**config.mk**
```make
export PLATFORM = sky130hd
export DESIGN_NAME = tmeu_ctrl
export DESIGN_NICKNAME = d
export VERILOG_FILES = /design/src/rtl/tmeu_pkg.sv /design/src/rtl/tmeu_ctrl.sv
export SDC_FILE = /design/constraint.sdc
export NUM_CORES = 1
export LEC_CHECK = 0
export ABC_CLOCK_PERIOD_IN_PS = 2800
export BUFFER_PORTS_ARGS = -buffer_cell sky130_fd_sc_hd__buf_2
export CORE_MARGIN = 5
export CORE_UTILIZATION = 49
export CTS_BUF_LIST = sky130_fd_sc_hd__clkbuf_4
export CTS_CLUSTER_SIZE = 30
export DETAILED_ROUTE_END_ITERATION = 10
export GPL_ROUTABILITY_DRIVEN = 1
export PLACE_DENSITY = 0.81
export SETUP_SLACK_MARGIN = 0.1
export SYNTH_ARGS = -nofsm -noshare
export SYNTH_HDL_FRONTEND = slang
export SYNTH_SLANG_ARGS = --single-unit
```
**constraint.sdc**
```tcl
create_clock -name i_clk -period 2.8 [get_ports i_clk]
set_input_delay 0.84 -clock i_clk [delete_from_list [all_inputs] [get_ports i_clk]]
set_output_delay 0.84 -clock i_clk [all_outputs]
set_load 0.01 [all_outputs]
```
**src/rtl/tmeu_pkg.sv**
```systemverilog
// Package for the tape machine execute unit: instruction codes, FSM states,
// controller/datapath command and status structs. No dependencies.
`default_nettype none
package tmeu_pkg;

    typedef enum logic [3:0] {
        K_ADD      = 4'd0,
        K_SET      = 4'd1,
        K_MOVE     = 4'd2,
        K_JZ       = 4'd3,
        K_JNZ      = 4'd4,
        K_PUT      = 4'd5,
        K_READ     = 4'd6,
        K_CLEAR    = 4'd7,
        K_MULCOPY  = 4'd8,
        K_SCANR    = 4'd9,
        K_SCANL    = 4'd10,
        K_END      = 4'd11
    } t_kind;

    localparam logic [1:0] EOF_KEEP = 2'd0;
    localparam logic [1:0] EOF_ZERO = 2'd1;
    localparam logic [1:0] EOF_FF   = 2'd2;

    typedef enum logic [3:0] {
        S_CLR,
        S_IDLE,
        S_RD_PTR,
        S_RD_ADDR,
        S_WAIT_A,
        S_RD_DST,
        S_WAIT_D,
        S_WRITE,
        S_SCAN_RD,
        S_SCAN_CHK,
        S_OUT
    } t_state;

    // Memory address select
    typedef enum logic [2:0] {
        A_CLR,
        A_PTR,
        A_ADDR,
        A_DST,
        A_SCAN
    } t_asel;

    typedef struct packed {
        logic  clr_step;
        logic  load;
        t_asel asel;
        logic  mem_we;
        logic  cap_src;
        logic  scan_init;
        logic  scan_step;
        logic  finish;
        logic  fault_set;
        logic  ptr_move;
        logic  ptr_scan;
    } t_cmd;

    typedef struct packed {
        logic  clr_done;
        t_kind kind;
        logic  addr_ok;
        logic  dst_ok;
        logic  move_ok;
        logic  rd_zero;
        logic  scan_last;
    } t_sts;

endpackage
`default_nettype wire

```
**src/rtl/tmeu_ctrl.sv**
```systemverilog
// Controller FSM of the tape machine execute unit.
// Depends on tmeu_pkg.
`default_nettype none
module tmeu_ctrl (
    input  wire logic           i_clk,
    input  wire logic           i_rst_n,
    input  wire logic           i_in_valid,
    output logic                o_in_ready,
    output logic                o_out_valid,
    input  wire logic           i_out_ready,
    input  wire tmeu_pkg::t_sts i_sts,
    output tmeu_pkg::t_cmd      o_cmd
);
    import tmeu_pkg::*;

    t_state r_state, n_state;

    always_ff @(posedge i_clk) begin
        if (!i_rst_n) begin
            r_state <= S_CLR;
        end else begin
            r_state <= n_state;
        end
    end

    always_comb begin
        n_state     = r_state;
        o_cmd       = '0;
        o_cmd.asel  = A_ADDR;
        o_in_ready  = 1'b0;
        o_out_valid = 1'b0;
        case (r_state)
            S_CLR: begin
                o_cmd.asel     = A_CLR;
                o_cmd.mem_we   = 1'b1;
                o_cmd.clr_step = 1'b1;
                if (i_sts.clr_done) n_state = S_IDLE;
            end
            S_IDLE: begin
                o_in_ready = 1'b1;
                if (i_in_valid) begin
                    o_cmd.load = 1'b1;
                    n_state    = S_RD_PTR;
                end
            end
            S_RD_PTR: begin
                o_cmd.asel = A_PTR;
                case (i_sts.kind)
                    K_ADD, K_SET, K_READ, K_CLEAR, K_PUT, K_MULCOPY: begin
                        o_cmd.asel = A_ADDR;
                        if (!i_sts.addr_ok ||
                            (i_sts.kind == K_MULCOPY && !i_sts.dst_ok)) begin
                            o_cmd.fault_set = 1'b1;
                            n_state         = S_OUT;
                        end else begin
                            n_state = S_WAIT_A;
                        end
                    end
                    K_MOVE: begin
                        if (i_sts.move_ok) o_cmd.ptr_move = 1'b1;
                        else               o_cmd.fault_set = 1'b1;
                        n_state = S_OUT;
                    end
                    K_JZ, K_JNZ: n_state = S_RD_ADDR;
                    K_SCANR, K_SCANL: begin
                        o_cmd.scan_init = 1'b1;
                        n_state         = S_SCAN_RD;
                    end
                    default: n_state = S_OUT;
                endcase
            end
            S_RD_ADDR: begin
                o_cmd.asel = A_PTR;
                o_cmd.finish = 1'b1;
                n_state = S_OUT;
            end
            S_WAIT_A: begin
                o_cmd.asel    = A_ADDR;
                o_cmd.cap_src = 1'b1;
                if (i_sts.kind == K_MULCOPY) begin
                    n_state = S_RD_DST;
                end else begin
                    o_cmd.finish = 1'b1;
                    o_cmd.mem_we = (i_sts.kind != K_PUT);
                    n_state      = S_OUT;
                end
            end
            S_RD_DST: begin
                o_cmd.asel = A_DST;
                n_state    = S_WAIT_D;
            end
            S_WAIT_D: begin
                o_cmd.asel   = A_DST;
                o_cmd.mem_we = 1'b1;
                n_state      = S_OUT;
            end
            S_SCAN_RD: begin
                o_cmd.asel = A_SCAN;
                n_state    = S_SCAN_CHK;
            end
            S_SCAN_CHK: begin
                o_cmd.asel = A_SCAN;
                if (i_sts.rd_zero) begin
                    o_cmd.ptr_scan = 1'b1;
                    n_state        = S_OUT;
                end else if (i_sts.scan_last) begin
                    o_cmd.fault_set = 1'b1;
                    n_state         = S_OUT;
                end else begin
                    o_cmd.scan_step = 1'b1;
                    n_state         = S_SCAN_RD;
                end
            end
            S_OUT: begin
                o_out_valid = 1'b1;
                if (i_out_ready) n_state = S_IDLE;
            end
            default: n_state = S_IDLE;
        endcase
    end

    a_no_in_during_out: assert property (@(posedge i_clk) disable iff (!i_rst_n)
        o_out_valid |-> !o_in_ready)
        else $error("input taken while result pending");
    a_out_holds: assert property (@(posedge i_clk) disable iff (!i_rst_n)
        (o_out_valid && !i_out_ready) |=> o_out_valid)
        else $error("result dropped");
    a_load_idle: assert property (@(posedge i_clk) disable iff (!i_rst_n)
        o_cmd.load |=> (r_state == S_RD_PTR))
        else $error("load outside idle");
endmodule
`default_nettype wire

```
==> results.py, run 1 <==
metrics = {
    "setup_path": {
        "critical_path.top_delay_family": "simple AND/OR/NAND/NOR gates",
        "critPathSlowestCell": "or4b_4",
        "crit_path_end_kind": "output port",
        "crit_fanout": 4,
        "critical_path_class": "in2out",
        "crit_cells": 7,
        "worst-path-buf-inv": 2,
        "cp-endpoint": "o_cmd[2]",
        "worstSetupStartpointType": "input port",
        "arrival_ps": 2000,
        "r2r_slack_ps": 1110,
        "critPathRequiredTime_ps": 1960,
        "cp-startpoint": "i_sts[6]",
        "path_cells": "buf_8 > or4b_4 > o21ai_2 > nand2_1 > o21ai_1 > a22o_1 > buf_2",
        "reg2regPathDepth": 5,
        "r2r_start": "r_state[0]",
        "max_stage_delay_ps": 540,
        "r2r-end": "r_state[0]",
    },
    "die": {
        "die_h_um": 48.5,
        "die_area_mm2": 0.00235,
        "core_mm2": 0.00135,
        "placementRows": 13,
        "start_util_pct": 53.8,
        "die_width_um": 48.5,
        "io_pins": 29,
    },
    "routing": {
        "ant_nets": 0,
        "wl_mm": 2.36,
        "wl_per_cell_um": 14.8,
        "vias_per_cell": 6.00,
        "route.detailed.drc": 0,
        "dr_total_vias": 954,
        "drt_iter0_markers": 33,
        "firstDrtPassIters": 6,
    },
    "layout": {
        "regArea_um2": 80.1,
        "largest_reg_flops": 4,
        "reg_top3": "r_state (4)",
        "multi_input_area_um2": 579,
        "nFillCells": 104,
        "top_register": "r_state",
        "layout.nets": 160,
        "drive_gt1_share_pct": 37.5,
        "fin_util_pct": 75.0,
        "final_cells": 159,
        "design_area_mm2": 0.00101,
        "diodes": 0,
        "syn_to_final_growth_pct": 39.2,
    },
    "synthesis": {
        "synth_edf_count": 0,
        "synth-main-ff-cell": "dfxtp_1",
        "synth.top_cells.by_area": "dfxtp_1 11%, nor2_1 5.2%, nor2b_1 5.2%",
        "synth_commonest_cells": "10 x nor2_1, 7 x nand2_1, 6 x a21oi_1, 6 x nor2b_1, 6 x nor3_1",
        "synth_top_cell_area_share_pct": 11.0,
        "synthArstFlopShare_pct": 0,
        "synth.mux.area_fraction_pct": 2.93,
        "synth_top_cell_by_area": "dfxtp_1",
        "synth_cell_types": 42,
        "syn_nets": 122,
        "synth_xor_area_share_pct": 3.61,
        "synth-simple-area-share_pct": 40.1,
        "ys_warn_count": 0,
        "syn_area_um2": 727,
        "synth_top_family_by_area": "simple AND/OR/NAND/NOR gates",
        "yosysMostFrequentCell": "nor2_1",
        "syn_area_per_cell_um2": 6.73,
        "syn_inst": 108,
        "synth_compound_area_share_pct": 31.3,
        "yosys.area_share.adder_pct": 0,
        "ys_ff_latch": 4,
        "synth_seq_area_share_pct": 11.0,
    },
    "place": {
        "portBuffers": 28,
        "pre_cts_ws_ps": -81.0,
        "placed_cells": 154,
        "dpl-instance-area_um2": 922,
        "dp_hpwl_mm": 1.66,
        "routabilityCongestion": 0.806,
    },
    "power": {
        "p_per_area_mw_per_mm2": 260,
        "vdd_ir_drop_max_mv": 0.160,
        "power_uw": 263,
        "leakagePower_nw": 0.494,
    },
    "clock_tree": {
        "clk_pin_slew_ps": 40,
        "hold_buffers": 0,
        "cts_made_buffers": 3,
        "cts_tree": "built",
        "clk-insertion-delay-late_ps": 230,
        "cts_buffer_depth": 2,
        "cts_root_buf": "clkbuf_4",
        "clkSinkCount": 4,
        "htree_levels": 1,
    },
    "timing": {
        "setup_slack_ps": -42.7,
        "max_slew_margin_pct": 59.6,
        "fin_crit_ps": 2840,
        "finalSetupViolations": 1,
        "tightest_slew_ps": 604,
        "fmax_ghz": 0.352,
        "finalHoldViolCount": 0,
        "rsz0062_at_grt": "true",
        "period_share_pct": 102,
        "clock_skew_ps": 3.68,
        "slew_viol_final": 0,
    },
    "global_route": {
        "grt_usage_pct": 17.6,
        "antenna_found_initial": 0,
        "grt_pass1_vias": 884,
        "grt_overflow": 0,
        "grt_pass1_wl_mm": 3.64,
        "grt_max_degree": 20,
    },
    "outcome": {
        "outcome": "finished with violations",
        "violations": "negative setup slack",
    },
    "run": {
        "maxCapViolCount": 0,
    },
    "worst_hold_path": {
        "min-delay-start": "r_state[1]",
        "min_path_type": "reg2reg",
    },
}
[worst reg2reg max path: stages, from the launching register on]
cell       delay (ps)
dfxtp_1           640
buf_4             260
a2111oi_0         100
a221oi_1          310
o21ai_1           110
o311a_1           140
[where the power goes]
group          switching, mW  internal (mW)
clock network         0.0205         0.0477
logic                 0.0613         0.0629
registers             0.0106         0.0603
[layout by cell type (no fill, tap or decap), types with 2 or more instances in the layout]
cell type and count:
a21oi_1 6, a221oi_1 2, a22o_1 2, a31oi_1 4
and2_1 3, and3_1 2, buf_2 24, buf_4 13
buf_6 4, buf_8 2, clkbuf_4 3, dfxtp_1 4
inv_1 5, nand2_1 7, nand2b_1 3, nand3_1 2
nor2_1 10, nor2b_1 6, nor3_1 6, nor3b_1 2
nor4_1 2, o21a_1 3, o21ai_0 4, o21ai_1 4
xor2_1 3
[logic make-up after synthesis]
group / Yosys count
and+or+nand+nor: 50
buffers and inverters: 15
AOI/OAI and AO/OA: 34
xor gates and xnor gates: 3
muxes: 2
DFF: 4
[stage by stage]
step	hold slack (ps)	setup TNS [ps]
final	709	-42.7
after global routing	766	-112
after CTS	704	-28.6
after detailed placement	697	-81.0
after global placement	688	-52.4
after floorplan	702	0
[cell type report]
type	instances	area share [%]
Sequential cell	4	7.91
Tap cell	15	1.85
Clock buffer	3	2.22
Inverter	5	1.85
Multi-Input combinational cell	89	57.2
Timing Repair Buffer	43	28.9
[worst min-delay path by stage]
| stage | to | cells after the start |
|---|---|---|
| 6_report | r_state[1] | 3 |
| 5_1_grt | r_state[1] | 3 |
| 4_1_cts | r_state[1] | 3 |
| 3_5_place_dp | r_state[1] | 3 |
| 3_3_place_gp | r_state[1] | 3 |
| 2_1_floorplan | r_state[2] | 3 |
[metal layers]
| layer | GRT usage (%) | vias up | part of all wire (%) |
|---|---|---|---|
| met2 | 30.9 | 49 | 49 |
| met1 | 22.6 | 431 | 43 |
| li1 | - | 468 | - |
| met5 | 0 | - | 0 |
| met4 | 2.69 | 0 | 0.51 |
| met3 | 2.75 | 6 | 7.5 |
[repair_timing]
item | CTS | global route
pin swaps | 3 | 1
buffers inserted | 1 | 1
gates resized for setup | 6 | 8
endpoints found under the setup margin | 2 | 4
cloned | 0 | 0
(Power assumes the default switching activity.)
==> inputs of run 2 (changes only) <==
Settings changed: BUFFER_PORTS_ARGS -buffer_cell sky130_fd_sc_hd__buf_2 to not set, CORE_UTILIZATION 49 to 50, DONT_BUFFER_PORTS set to 1, PLACE_DENSITY 0.81 to not set.
==> results.py, run 2 (same netlist as run 1, synthesis figures left out) <==
metrics = {
    "timing": {
        "period_share_pct": 95.1,
        "timing.hold.ws_ps": 721,
        "clock_skew_ps": 3.14,
        "fmax_ghz": 0.375,
        "max_slew_margin_pct": 59.9,
        "setup_slack_ps": 136,
        "tightest_slew_ps": 601,
        "rsz0062_at_grt": "true",
        "finalSetupViolations": 0,
        "finalHoldViolCount": 0,
        "slew_viol_final": 0,
        "fin_crit_ps": 2660,
        "setup_tns_ps": 0,
    },
    "layout": {
        "fin_util_pct": 56.7,
        "top_register": "r_state",
        "drive_gt1_share_pct": 15.9,
        "final_cell_mix": "10 x nor2_1, 7 x nand2_1",
        "reg_top3": "r_state (4)",
        "diodes": 0,
        "syn_to_final_growth_pct": 3.96,
        "largest_reg_flops": 4,
        "final_cells": 122,
        "multi_input_area_um2": 571,
        "nFillCells": 136,
        "layout_commonest_cell": "nor2_1",
        "regArea_um2": 80.1,
        "layout.nets": 123,
        "design_area_um2": 756,
    },
    "global_route": {
        "grt_pass1_wl_mm": 3.00,
        "grt_usage_pct": 18.0,
        "grt_overflow": 0,
        "grt_pass1_vias": 655,
        "grt_max_degree": 20,
        "antenna_found_initial": 0,
    },
    "setup_path": {
        "worst-path-buf-inv": 0,
        "critPathRequiredTime_ps": 1960,
        "crit_path_end_kind": "output port",
        "crit_fanout": 8,
        "critPathSlowestCell": "or4b_4",
        "worstSetupStartpointType": "input port",
        "path_cells": "or4b_4 > o21ai_2 > nand2_1 > o21ai_1 > a22o_1",
        "critical_path_class": "in2out",
        "arrival_ps": 1820,
        "critical_path.top_delay_family": "simple AND/OR/NAND/NOR gates",
        "max_stage_delay_ps": 550,
    },
    "power": {
        "combinationalPowerShare_pct": 34.9,
        "leakagePower_nw": 0.300,
        "p_sw_share_pct": 34.5,
        "switchingPower_uw": 76.7,
        "seq_power_share_pct": 32.5,
        "p_per_area_mw_per_mm2": 294,
        "power_uw": 222,
        "power.share.clock_pct": 32.6,
        "vdd_ir_drop_max_mv": 0.229,
        "p_int_uw": 145,
    },
    "routing": {
        "dr_total_vias": 778,
        "wl_mm": 1.88,
        "ant_nets": 0,
        "wl_per_cell_um": 15.4,
        "firstDrtPassIters": 4,
        "drt_iter0_markers": 33,
        "vias_per_cell": 6.38,
        "route.detailed.drc": 0,
    },
    "die": {
        "die_area_mm2": 0.00232,
        "die_width_um": 48.1,
        "placementRows": 13,
        "core_mm2": 0.00133,
        "io_pins": 29,
        "start_util_pct": 54.5,
        "die_h_um": 48.1,
    },
    "clock_tree": {
        "clkSinkCount": 4,
        "cts_made_buffers": 3,
        "cts_root_buf": "clkbuf_4",
        "cts_tree": "built",
        "cts_buffer_depth": 2,
        "hold_buffers": 0,
        "clk-insertion-delay-late_ps": 240,
        "htree_levels": 1,
        "clk_pin_slew_ps": 40,
    },
    "place": {
        "dpl-instance-area_um2": 722,
        "dp_hpwl_mm": 1.43,
        "pre_cts_ws_ps": 103,
        "placed_cells": 118,
        "portBuffers": 0,
        "routabilityCongestion": 0.794,
    },
    "worst_hold_path": {
        "min_path_type": "in2reg",
    },
    "run": {
        "maxCapViolCount": 0,
    },
    "outcome": {
        "outcome": "complete, no violations",
    },
}
[run 2: cell type report]
cell class / instances / share of cell area (%)
well taps: 15 / 2.48
repair buffers: 6 / 5.96
flip-flops and latches: 4 / 10.6
inverters: 5 / 2.48
clock buffers: 3 / 2.98
multi-input cells: 89 / 75.5
[run 2: timing repair]
action / 4_1_cts / 5_1_grt
gates resized for setup: 0 / 1
buffers inserted: 0 / 1
endpoints found under the setup margin: 0 / 1
[run 2: final timing paths]
check | startpoint | end | slack [ps] | cells after the start
setup / recovery | i_sts[5] | o_cmd[2] | 140 | 5
hold / removal | i_rst_n | r_state[3] | 720 | 1
setup reg to reg | r_state[0] | r_state[3] | 1120 | 6
hold reg to reg | r_state[1] | r_state[1] | 790 | 3
[run 2: per-layer routing]
| layer | GRT usage (%) | part of all wire, % | up-vias |
|---|---|---|---|
| met4 | 3.23 | 0 | 0 |
| li1 | - | - | 397 |
| met1 | 26.6 | 46 | 349 |
| met3 | 6.27 | 11 | 0 |
| met5 | 0 | 0 | - |
| met2 | 25.3 | 43 | 32 |
[run 2: power groups by stage]
stage	clock network [mW]	logic, mW	registers, mW
after floorplan	0	0.0744	0.0630
after global placement	0	0.0764	0.0725
after detailed placement	0	0.0767	0.0725
after CTS	0.0749	0.0770	0.0717
after global routing	0.0807	0.0867	0.0737
final	0.0724	0.0777	0.0722
[run 2: worst register-to-register path, delay by kind of cell (launching register included)]
| family | cells | cell delay [ps] |
|---|---|---|
| DFF | 1 | 650 |
| buffers and inverters | 2 | 420 |
| AOI/OAI and AO/OA | 4 | 510 |
